<file path="src/rtl/core/dlaq_pkg.sv">
// Shared constants and controller/datapath interface types for the delta-list alarm queue.
package dlaq_pkg;

  localparam int MAX_ALARMS = 16;
  localparam int DELAY_W    = 24;
  localparam int HANDLE_W   = 8;
  localparam int IDX_W      = $clog2(MAX_ALARMS);
  localparam int CNT_W      = $clog2(MAX_ALARMS + 1);

  localparam int S_TDATA_W  = 32;
  localparam int M_TDATA_W  = 16;

  localparam logic OP_TICK   = 1'b0;
  localparam logic OP_INSERT = 1'b1;

  localparam logic KIND_FIRE = 1'b0;
  localparam logic KIND_ACK  = 1'b1;

  // Controller to datapath commands
  typedef struct packed {
    logic load;       // latch insert request, clear walk
    logic tick_dec;   // decrement head delta
    logic walk_step;  // add current delta to running sum, advance index
    logic place;      // shift tail up and write new entry at index
    logic pop_emit;   // report head as fired and pop it
    logic ack_emit;   // report insert acknowledgement
  } dp_cmd_t;

  // Datapath to controller status
  typedef struct packed {
    logic empty;
    logic full;
    logic head_zero;
    logic found;      // insert position reached at current index
    logic fire_last;  // popping the head ends the firing run
    logic out_free;   // output register can take a beat this cycle
  } dp_stat_t;

endpackage

</file>
<file path="src/rtl/core/dlaq_datapath.sv">
// Alarm list storage, insert walk, pop/shift logic and the output register.
module dlaq_datapath import dlaq_pkg::*; (
  input  logic                 clk,
  input  logic                 rst,
  input  dp_cmd_t              cmd,
  output dp_stat_t             stat,
  input  logic [S_TDATA_W-1:0] s_tdata,   // [23:0] delay_ticks, [31:24] alarm_handle
  output logic                 m_tvalid,
  input  logic                 m_tready,
  output logic [M_TDATA_W-1:0] m_tdata,   // [7:0] fired_handle, [8] rejected, rest zero
  output logic                 m_tuser,   // [0] kind
  output logic                 m_tlast
);

  logic [DELAY_W-1:0]  dly [MAX_ALARMS];
  logic [HANDLE_W-1:0] hdl [MAX_ALARMS];
  logic [CNT_W-1:0]    count;
  logic [DELAY_W-1:0]  req_dly;
  logic [HANDLE_W-1:0] req_hdl;
  logic                rej;
  logic [DELAY_W-1:0]  sum;
  logic [IDX_W-1:0]    idx;

  logic [HANDLE_W-1:0] out_hdl;
  logic                out_rej;
  logic                out_kind;
  logic                out_last;

  logic [DELAY_W-1:0]  cur_dly;
  logic [DELAY_W:0]    run_sum;
  logic [DELAY_W-1:0]  delta;
  logic [CNT_W-1:0]    idx_ext;

  // Walk arithmetic on the entry under the index
  assign cur_dly = dly[idx];
  assign run_sum = {1'b0, sum} + {1'b0, cur_dly};
  assign delta   = req_dly - sum;
  assign idx_ext = CNT_W'(idx);

  assign stat.empty     = (count == '0);
  assign stat.full      = (count == CNT_W'(MAX_ALARMS));
  assign stat.head_zero = (dly[0] == '0);
  assign stat.found     = (idx_ext == count) || (run_sum >= {1'b0, req_dly});
  assign stat.fire_last = (count == CNT_W'(1)) || (dly[1] != '0);
  assign stat.out_free  = !m_tvalid || m_tready;

  // Entry storage: insert shifts the tail up, pop shifts everything down
  always_ff @(posedge clk) begin
    if (cmd.place) begin
      for (int j = 1; j < MAX_ALARMS; j++) begin
        if ((CNT_W'(j) > idx_ext) && (CNT_W'(j) <= count)) begin
          hdl[j] <= hdl[j-1];
          if (CNT_W'(j) == idx_ext + CNT_W'(1)) begin
            dly[j] <= dly[j-1] - delta;
          end else begin
            dly[j] <= dly[j-1];
          end
        end
      end
      dly[idx] <= delta;
      hdl[idx] <= req_hdl;
    end else if (cmd.pop_emit) begin
      for (int j = 0; j < MAX_ALARMS - 1; j++) begin
        dly[j] <= dly[j+1];
        hdl[j] <= hdl[j+1];
      end
    end else if (cmd.tick_dec) begin
      dly[0] <= dly[0] - DELAY_W'(1);
    end
  end

  // Fill count
  always_ff @(posedge clk) begin
    if (rst) begin
      count <= '0;
    end else if (cmd.place) begin
      count <= count + CNT_W'(1);
    end else if (cmd.pop_emit) begin
      count <= count - CNT_W'(1);
    end
  end

  // Request latch and running sum of the walk
  always_ff @(posedge clk) begin
    if (cmd.load) begin
      req_dly <= s_tdata[DELAY_W-1:0];
      req_hdl <= s_tdata[DELAY_W +: HANDLE_W];
      rej     <= stat.full;
      sum     <= '0;
      idx     <= '0;
    end else if (cmd.walk_step) begin
      sum <= run_sum[DELAY_W-1:0];
      idx <= idx + IDX_W'(1);
    end
  end

  // Output register: holds a beat until the sink takes it
  always_ff @(posedge clk) begin
    if (rst) begin
      m_tvalid <= 1'b0;
    end else if (cmd.pop_emit || cmd.ack_emit) begin
      m_tvalid <= 1'b1;
    end else if (m_tready) begin
      m_tvalid <= 1'b0;
    end
  end

  always_ff @(posedge clk) begin
    if (cmd.pop_emit) begin
      out_kind <= KIND_FIRE;
      out_hdl  <= hdl[0];
      out_rej  <= 1'b0;
      out_last <= stat.fire_last;
    end else if (cmd.ack_emit) begin
      out_kind <= KIND_ACK;
      out_hdl  <= '0;
      out_rej  <= rej;
      out_last <= 1'b1;
    end
  end

  assign m_tdata = {{(M_TDATA_W - HANDLE_W - 1){1'b0}}, out_rej, out_hdl};
  assign m_tuser = out_kind;
  assign m_tlast = out_last;

`ifndef SYNTHESIS
  a_count_bound: assert property (@(posedge clk) disable iff (rst)
    count <= CNT_W'(MAX_ALARMS))
    else $error("entry count above capacity");

  a_place_not_full: assert property (@(posedge clk) disable iff (rst)
    cmd.place |-> !stat.full)
    else $error("insert placed into a full list");

  a_pop_not_empty: assert property (@(posedge clk) disable iff (rst)
    cmd.pop_emit |-> !stat.empty && stat.out_free)
    else $error("pop from empty list or onto a busy output");

  a_place_grows: assert property (@(posedge clk) disable iff (rst)
    cmd.place |=> count == $past(count) + CNT_W'(1))
    else $error("insert did not grow the list by one");

  a_ack_free: assert property (@(posedge clk) disable iff (rst)
    cmd.ack_emit |-> stat.out_free)
    else $error("acknowledgement overwrote a pending beat");
`endif

endmodule

</file>
<file path="src/rtl/core/dlaq_ctrl.sv">
// Sequencer for tick, insert walk, acknowledgement and fire runs.
module dlaq_ctrl import dlaq_pkg::*; (
  input  logic     clk,
  input  logic     rst,
  input  logic     s_tvalid,
  output logic     s_tready,
  input  logic     opcode,
  input  dp_stat_t stat,
  output dp_cmd_t  cmd
);

  typedef enum logic [1:0] {
    S_IDLE,
    S_WALK,
    S_ACK,
    S_FIRE
  } state_t;

  state_t state;
  state_t state_next;
  logic   accept;

  assign accept = s_tvalid && s_tready;

  // Next state and datapath commands
  always_comb begin
    state_next = state;
    cmd        = '0;
    case (state)
      S_IDLE: begin
        if (accept) begin
          if (opcode == OP_INSERT) begin
            cmd.load   = 1'b1;
            state_next = stat.full ? S_ACK : S_WALK;
          end else if (!stat.empty) begin
            if (stat.head_zero) begin
              state_next = S_FIRE;
            end else begin
              cmd.tick_dec = 1'b1;
            end
          end
        end
      end
      S_WALK: begin
        if (stat.found) begin
          cmd.place  = 1'b1;
          state_next = S_ACK;
        end else begin
          cmd.walk_step = 1'b1;
        end
      end
      S_ACK: begin
        if (stat.out_free) begin
          cmd.ack_emit = 1'b1;
          state_next   = S_IDLE;
        end
      end
      S_FIRE: begin
        if (stat.out_free) begin
          cmd.pop_emit = 1'b1;
          if (stat.fire_last) begin
            state_next = S_IDLE;
          end
        end
      end
      default: begin
        state_next = S_IDLE;
      end
    endcase
  end

  // State and registered ready
  always_ff @(posedge clk) begin
    if (rst) begin
      state    <= S_IDLE;
      s_tready <= 1'b0;
    end else begin
      state    <= state_next;
      s_tready <= (state_next == S_IDLE);
    end
  end

endmodule

</file>
<file path="src/rtl/core/delta_list_alarm_queue_unit.sv">
// Top level of the delta-list alarm queue: stream ports, sequencer and datapath.
//
// Keeps up to MAX_ALARMS (16) alarms as a list of delays relative to the
// previous entry. A tick beat (tuser 0) on an empty list or on a nonzero head
// returns nothing; on a zero head it fires the head and each following zero
// entry, one output beat per alarm (tlast on the final one), each beat waiting
// while the output register is busy. An insert beat (tuser 1) walks the list
// one entry per cycle through a single running-sum adder; the acknowledgement
// beat has tuser 1 and rejected set when the list was full. Input is taken
// only between items; a finished beat may wait in the output register while
// the next item is accepted.
module delta_list_alarm_queue_unit import dlaq_pkg::*; (
  input  logic                 clk,
  input  logic                 rst,
  input  logic                 s_tvalid,
  output logic                 s_tready,
  input  logic [S_TDATA_W-1:0] s_tdata,   // [23:0] delay_ticks, [31:24] alarm_handle
  input  logic                 s_tuser,   // [0] opcode
  output logic                 m_tvalid,
  input  logic                 m_tready,
  output logic [M_TDATA_W-1:0] m_tdata,   // [7:0] fired_handle, [8] rejected, [15:9] zero
  output logic                 m_tuser,   // [0] kind
  output logic                 m_tlast
);

  dp_cmd_t  cmd;
  dp_stat_t stat;

  dlaq_ctrl u_ctrl (
    .clk      (clk),
    .rst      (rst),
    .s_tvalid (s_tvalid),
    .s_tready (s_tready),
    .opcode   (s_tuser),
    .stat     (stat),
    .cmd      (cmd)
  );

  dlaq_datapath u_dp (
    .clk      (clk),
    .rst      (rst),
    .cmd      (cmd),
    .stat     (stat),
    .s_tdata  (s_tdata),
    .m_tvalid (m_tvalid),
    .m_tready (m_tready),
    .m_tdata  (m_tdata),
    .m_tuser  (m_tuser),
    .m_tlast  (m_tlast)
  );

endmodule
</file>
<file path="config.mk">
export PLATFORM = sky130hd
export DESIGN_NAME = delta_list_alarm_queue_unit
export DESIGN_NICKNAME = d
export VERILOG_FILES = /design/src/rtl/core/dlaq_pkg.sv /design/src/rtl/core/dlaq_datapath.sv /design/src/rtl/core/dlaq_ctrl.sv /design/src/rtl/core/delta_list_alarm_queue_unit.sv
export SDC_FILE = /design/constraint.sdc
export NUM_CORES = 2
export LEC_CHECK = 0
export BUFFER_PORTS_ARGS = -buffer_cell sky130_fd_sc_hd__buf_2
export CAP_MARGIN = 30
export CORE_MARGIN = 5
export CORE_UTILIZATION = 65
export DETAILED_ROUTE_END_ITERATION = 6
export PLACE_DENSITY = 0.8
export SETUP_SLACK_MARGIN = 0.05
export SYNTH_ARGS = -nofsm -noshare
export SYNTH_HDL_FRONTEND = slang
export SYNTH_SLANG_ARGS = --single-unit
</file>
<file path="constraint.sdc">
create_clock -name clk -period 15 [get_ports clk]
set_clock_uncertainty 0.15 [all_clocks]
set_input_delay 3 -clock clk [delete_from_list [all_inputs] [get_ports clk]]
set_output_delay 3 -clock clk [all_outputs]
set_load 0.01 [all_outputs]
</file>
==> impl_table.tex <==
\begin{tabular}{lr}
\hline
Metric & Value \\
\hline
\multicolumn{2}{l}{\textbf{Detailed routing}} \\
Number of search-and-repair iterations in the first detailed-routing pass & 7 \\
Wire per inst & 29.9 um \\
Wire length after detailed routing & 209000 um \\
Via count & 51616 \\
DRC & 7 \\
Number of vias per cell & 7.40 \\
Number of violations reported at the end of detailed-routing iteration 0 & 7307 \\
Routed Antenna Nets & 0 \\
\multicolumn{2}{l}{\textbf{CTS}} \\
Number of hold buffers added after cts & 0 \\
Number of H-tree branching levels & 3 \\
Clock root buffer & clkbuf\_16 \\
Total CTS buffers & 72 \\
Later-pin clock latency in the skew report & 0.65 ns \\
Cells resized by post-CTS repair & 0 \\
Buffers inserted by post-CTS timing repair & 0 \\
Number of sinks driven by the clock tree & 597 \\
CTS tree & built \\
Maximum count of clock buffers along a single path & 3 \\
Clock input transition at the sequential cells of the worst setup and hold paths & 0.06 ns \\
\multicolumn{2}{l}{\textbf{Synthesis}} \\
Number of distinct library cells after synthesis & 103 \\
Area share of and/or/nand/nor cells after synthesis & 15.0\% \\
Async S/R FF share, synth & 0\% \\
Average size of a mapped cell & 8.96 um2 \\
Largest family of logic cells by synthesized area & compound AO/OA/AOI/OAI gates \\
Library cell with the largest summed area after synthesis & edfxtp\_1 \\
Top flip-flop cell by instance count after synthesis & edfxtp\_1 \\
Synth Register Bits & 597 \\
Multiplexer area fraction after synthesis & 7.09\% \\
Number of enable-type register cells in the synthesized netlist & 554 \\
Sequential area share after synthesis & 32.7\% \\
Cells taking the most area after synthesis & edfxtp\_1 (31\%), ha\_1 (10\%), nand2\_1 (5.2\%) \\
Synth warn & 0 \\
Post-synth top area share & 31.1\% \\
Post-synthesis instance area & 53500 um2 \\
Number of instances in the synthesized netlist & 5972 \\
Area share of xor/xnor cells in the synthesized design & 5.86\% \\
Synth Area in Compound Gates & 24.4\% \\
Post-Synth Adder-Cell Area & 10.7\% \\
\multicolumn{2}{l}{\textbf{Run status}} \\
Run status & complete, but fails checks \\
Failing checks & design-rule violations \\
\multicolumn{2}{l}{\textbf{Die}} \\
Std-Cell Rows & 105 \\
Area inside the core boundary & 81800 um2 \\
Initial cell density of the core & 65.4\% \\
I/O Pins & 57 \\
Height of the die & 297 um \\
Width of the die & 297 um \\
Total die area & 88100 um2 \\
\multicolumn{2}{l}{\textbf{Worst hold path}} \\
Worst hold path class & reg2reg \\
\multicolumn{2}{l}{\textbf{Global routing}} \\
Tot GR Track Use & 45.3\% \\
Pin count of the biggest net entering global routing & 121 \\
Global-route wire length before repair & 305000 um \\
Total gr overflow & 0 \\
Initial antenna violation count & 24 \\
Number of global-route vias before repair & 47956 \\
\multicolumn{2}{l}{\textbf{STA}} \\
Tightest Pin Transition & 1.02 ns \\
Final-report hold violation count & 0 \\
Endpoints failing setup & 0 \\
Post-route fraction of the period consumed by the critical path & 63.0\% \\
Remaining max-slew budget at the tightest pin & 31.9\% \\
Time the final worst path needs with I/O delays and setup & 9.46 ns \\
Count of pins over their slew limit & 0 \\
Final-layout setup total negative slack & 0 ns \\
Maximum frequency from static timing analysis & 0.106 GHz \\
RSZ-0062 raised after global routing & no \\
\multicolumn{2}{l}{\textbf{Final layout}} \\
Area added between synthesis and finish & 6.83\% \\
Final cell count without fillers & 6976 \\
Share of final-layout standard cells stronger than drive strength 1 & 8.19\% \\
Final net count & 6318 \\
\multicolumn{2}{l}{\textbf{Critical path}} \\
Cells along the critical path & buf\_4 > mux4\_2 > mux4\_2 > ha\_1 > a21o\_1 > a21oi\_1 > nor2b\_1 > o21a\_1 > o211a\_1 > o21a\_1 > o41ai\_1 > o211ai\_1 > ha\_1 > nand4\_1 > nor3\_1 > o221ai\_1 > o211ai\_1 > a211oi\_1 > o32ai\_2 > a21o\_2 > buf\_4 > nand3\_1 > nand3\_1 > buf\_4 \\
Worst path arrival time & 9.62 ns \\
Max Fanout on Critical Path & 55 \\
Kind of start point of the critical path & flip-flop \\
Crit-path max cell delay & 0.85 ns \\
Top cell family by delay on the critical path & compound AO/OA/AOI/OAI gates \\
Critical path required time & 15.16 ns \\
Count of buffer and inverter cells on the critical path & 3 \\
Endpoint kind of the worst setup timing path & flip-flop \\
Slowest CP cell & dfxtp\_4 \\
Most numerous cell on the critical path & buf\_4 \\
Critical path start-end classification & reg2reg \\
\multicolumn{2}{l}{\textbf{Placement}} \\
Placed instance count & 6824 \\
Number of port buffers & 49 \\
Gpl congestion & 1.06 \\
Half-perimeter wire length after detailed placement & 150000 um \\
\multicolumn{2}{l}{\textbf{Power}} \\
Ratio of total power to cell area & 213 nW/um2 \\
Total leakage power & 0.0219 uW \\
VDD IR-drop max & 0.000215 V \\
\multicolumn{2}{l}{\textbf{Flow run}} \\
Maxcap violations & 0 \\
\hline
\end{tabular}
layer usage:
| metal | GRT usage, % | wire [um] | vias to the layer above |
|---|---|---|---|
| met3 | 15.6 | 31800 | 1162 |
| met1 | 55.5 | 70300 | 23952 |
| met2 | 66.3 | 85600 | 4126 |
| li1 | - | - | 22360 |
| met5 | 1.08 | 112 | - |
| met4 | 33.4 | 20900 | 16 |
per-stage QoR:
step / total power [uW] / hold slack, ns / util (%) / area, um2 / setup slack, ns
finish: 12100 / 0.307 / 69.8 / 57100 / 5.54
global route: 12800 / 0.349 / 69.8 / 57100 / 5.11
CTS: 11800 / 0.305 / 69.6 / 57000 / 5.26
detailed placement: 10100 / 0.294 / 66.9 / 54700 / 5.29
global placement: 9880 / 0.293 / 66.7 / 54600 / 5.16
floorplan: 8040 / 0.276 / - / 53500 / 4.70
synth_stat cells, drive strengths merged, types with 27 or more instances:
master and instances:
nand2 734, nand3 108, o22ai 43, inv 172, a311o 35, nand4 27, o31ai 40, or3 40
and2 40, o21a 60, o21bai 48, and3 60, mux2i 93, o221ai 50, buf 137, clkbuf 241
mux4 120, xnor2 207, dfxtp 43, nor3 105, a31oi 140, o21ai 423, edfxtp 554, a211oi 118
ha 430, nor2 553, nand2b 52, nor2b 40, xor2 151, a21oi 380, a21o 136, o211ai 267
sequential cells by signal, summed over array words and instances (netlist names), named ones only:
name / cells
u_ctrl.s_tready: 1
u_ctrl.state: 2
u_dp.count: 5
u_dp.dly: 384
u_dp.hdl: 128
u_dp.idx: 4
u_dp.m_tlast: 1
u_dp.m_tuser: 1
u_dp.m_tvalid: 1
u_dp.out_hdl: 8
u_dp.out_rej: 1
u_dp.rej: 1
u_dp.req_dly: 24
u_dp.req_hdl: 8
u_dp.sum: 24
cell families after synthesis:
group                    count (synthesis)
AO/OA/AOI/OAI                         1959
XOR/XNOR                               358
adder cells (fa/ha/maj)                447
buffers and inverters                  553
flip-flops                             597
multiplexers                           227
other                                    1
AND/OR/NAND/NOR                       1830
final timing paths:
path / from / end / slack [ns] / depth (start not counted)
setup / recovery: flip-flop / u_dp.dly[2][21] / 5.54 / 24
hold / removal: u_dp.out_rej / u_dp.out_rej / 0.31 / 2
hold reg to reg: u_dp.out_rej / u_dp.out_rej / 0.31 / 2
setup reg to reg: flip-flop / u_dp.dly[2][21] / 5.54 / 24
worst min-delay path, delay by kind of cell, from the launching register on:
family | cells | cell delay [ns]
DFF | 1 | 0.32
AOI/OAI and AO/OA | 1 | 0.05
and+or+nand+nor | 1 | 0.05
power breakdown:
group	leakage (uW)	switching [uW]	internal, uW
Combinational	0.0155	4900	3320
Sequential	0.00534	103	2090
Clock	0.00108	768	968
layout make-up:
| type | instances | area, um2 |
|---|---|---|
| Multi-Input combinational cell | 4828 | 34100 |
| Antenna cell | 18 | 45.0 |
| Inverter | 175 | 657 |
| Clock inverter | 27 | 256 |
| Timing Repair Buffer | 160 | 1300 |
| Tap cell | 1070 | 1340 |
| Fill cell | 6469 | 24700 |
| Sequential cell | 597 | 17500 |
| Clock buffer | 101 | 1960 |
cell usage in the layout, fill, tap and decap left out, types with 17 or more instances in the layout:
master and instances:
a311o_1 35, a21o_1 135, o211ai_1 266, or3_1 40
o21a_1 60, mux2i_1 93, or2_2 21, nand3_1 99
a21oi_1 378, nand2b_1 52, xor2_1 146, o221ai_1 50
nand4_1 27, o21bai_1 48, and2_1 38, a211o_1 24
inv_1 169, nor2_1 552, nor3_1 103, a31oi_1 139
diode_2 18, clkbuf_16 73, ha_1 430, o22ai_1 43
nor2b_1 40, xnor2_1 199, o31ai_1 38, dfxtp_1 40
buf_2 49, nand2_1 734, clkbuf_1 24, edfxtp_1 554
a211oi_1 115, mux4_2 120, o21ai_0 410, buf_4 97
and3_1 54, fa_1 17
Power figures use the tool's default switching activity.
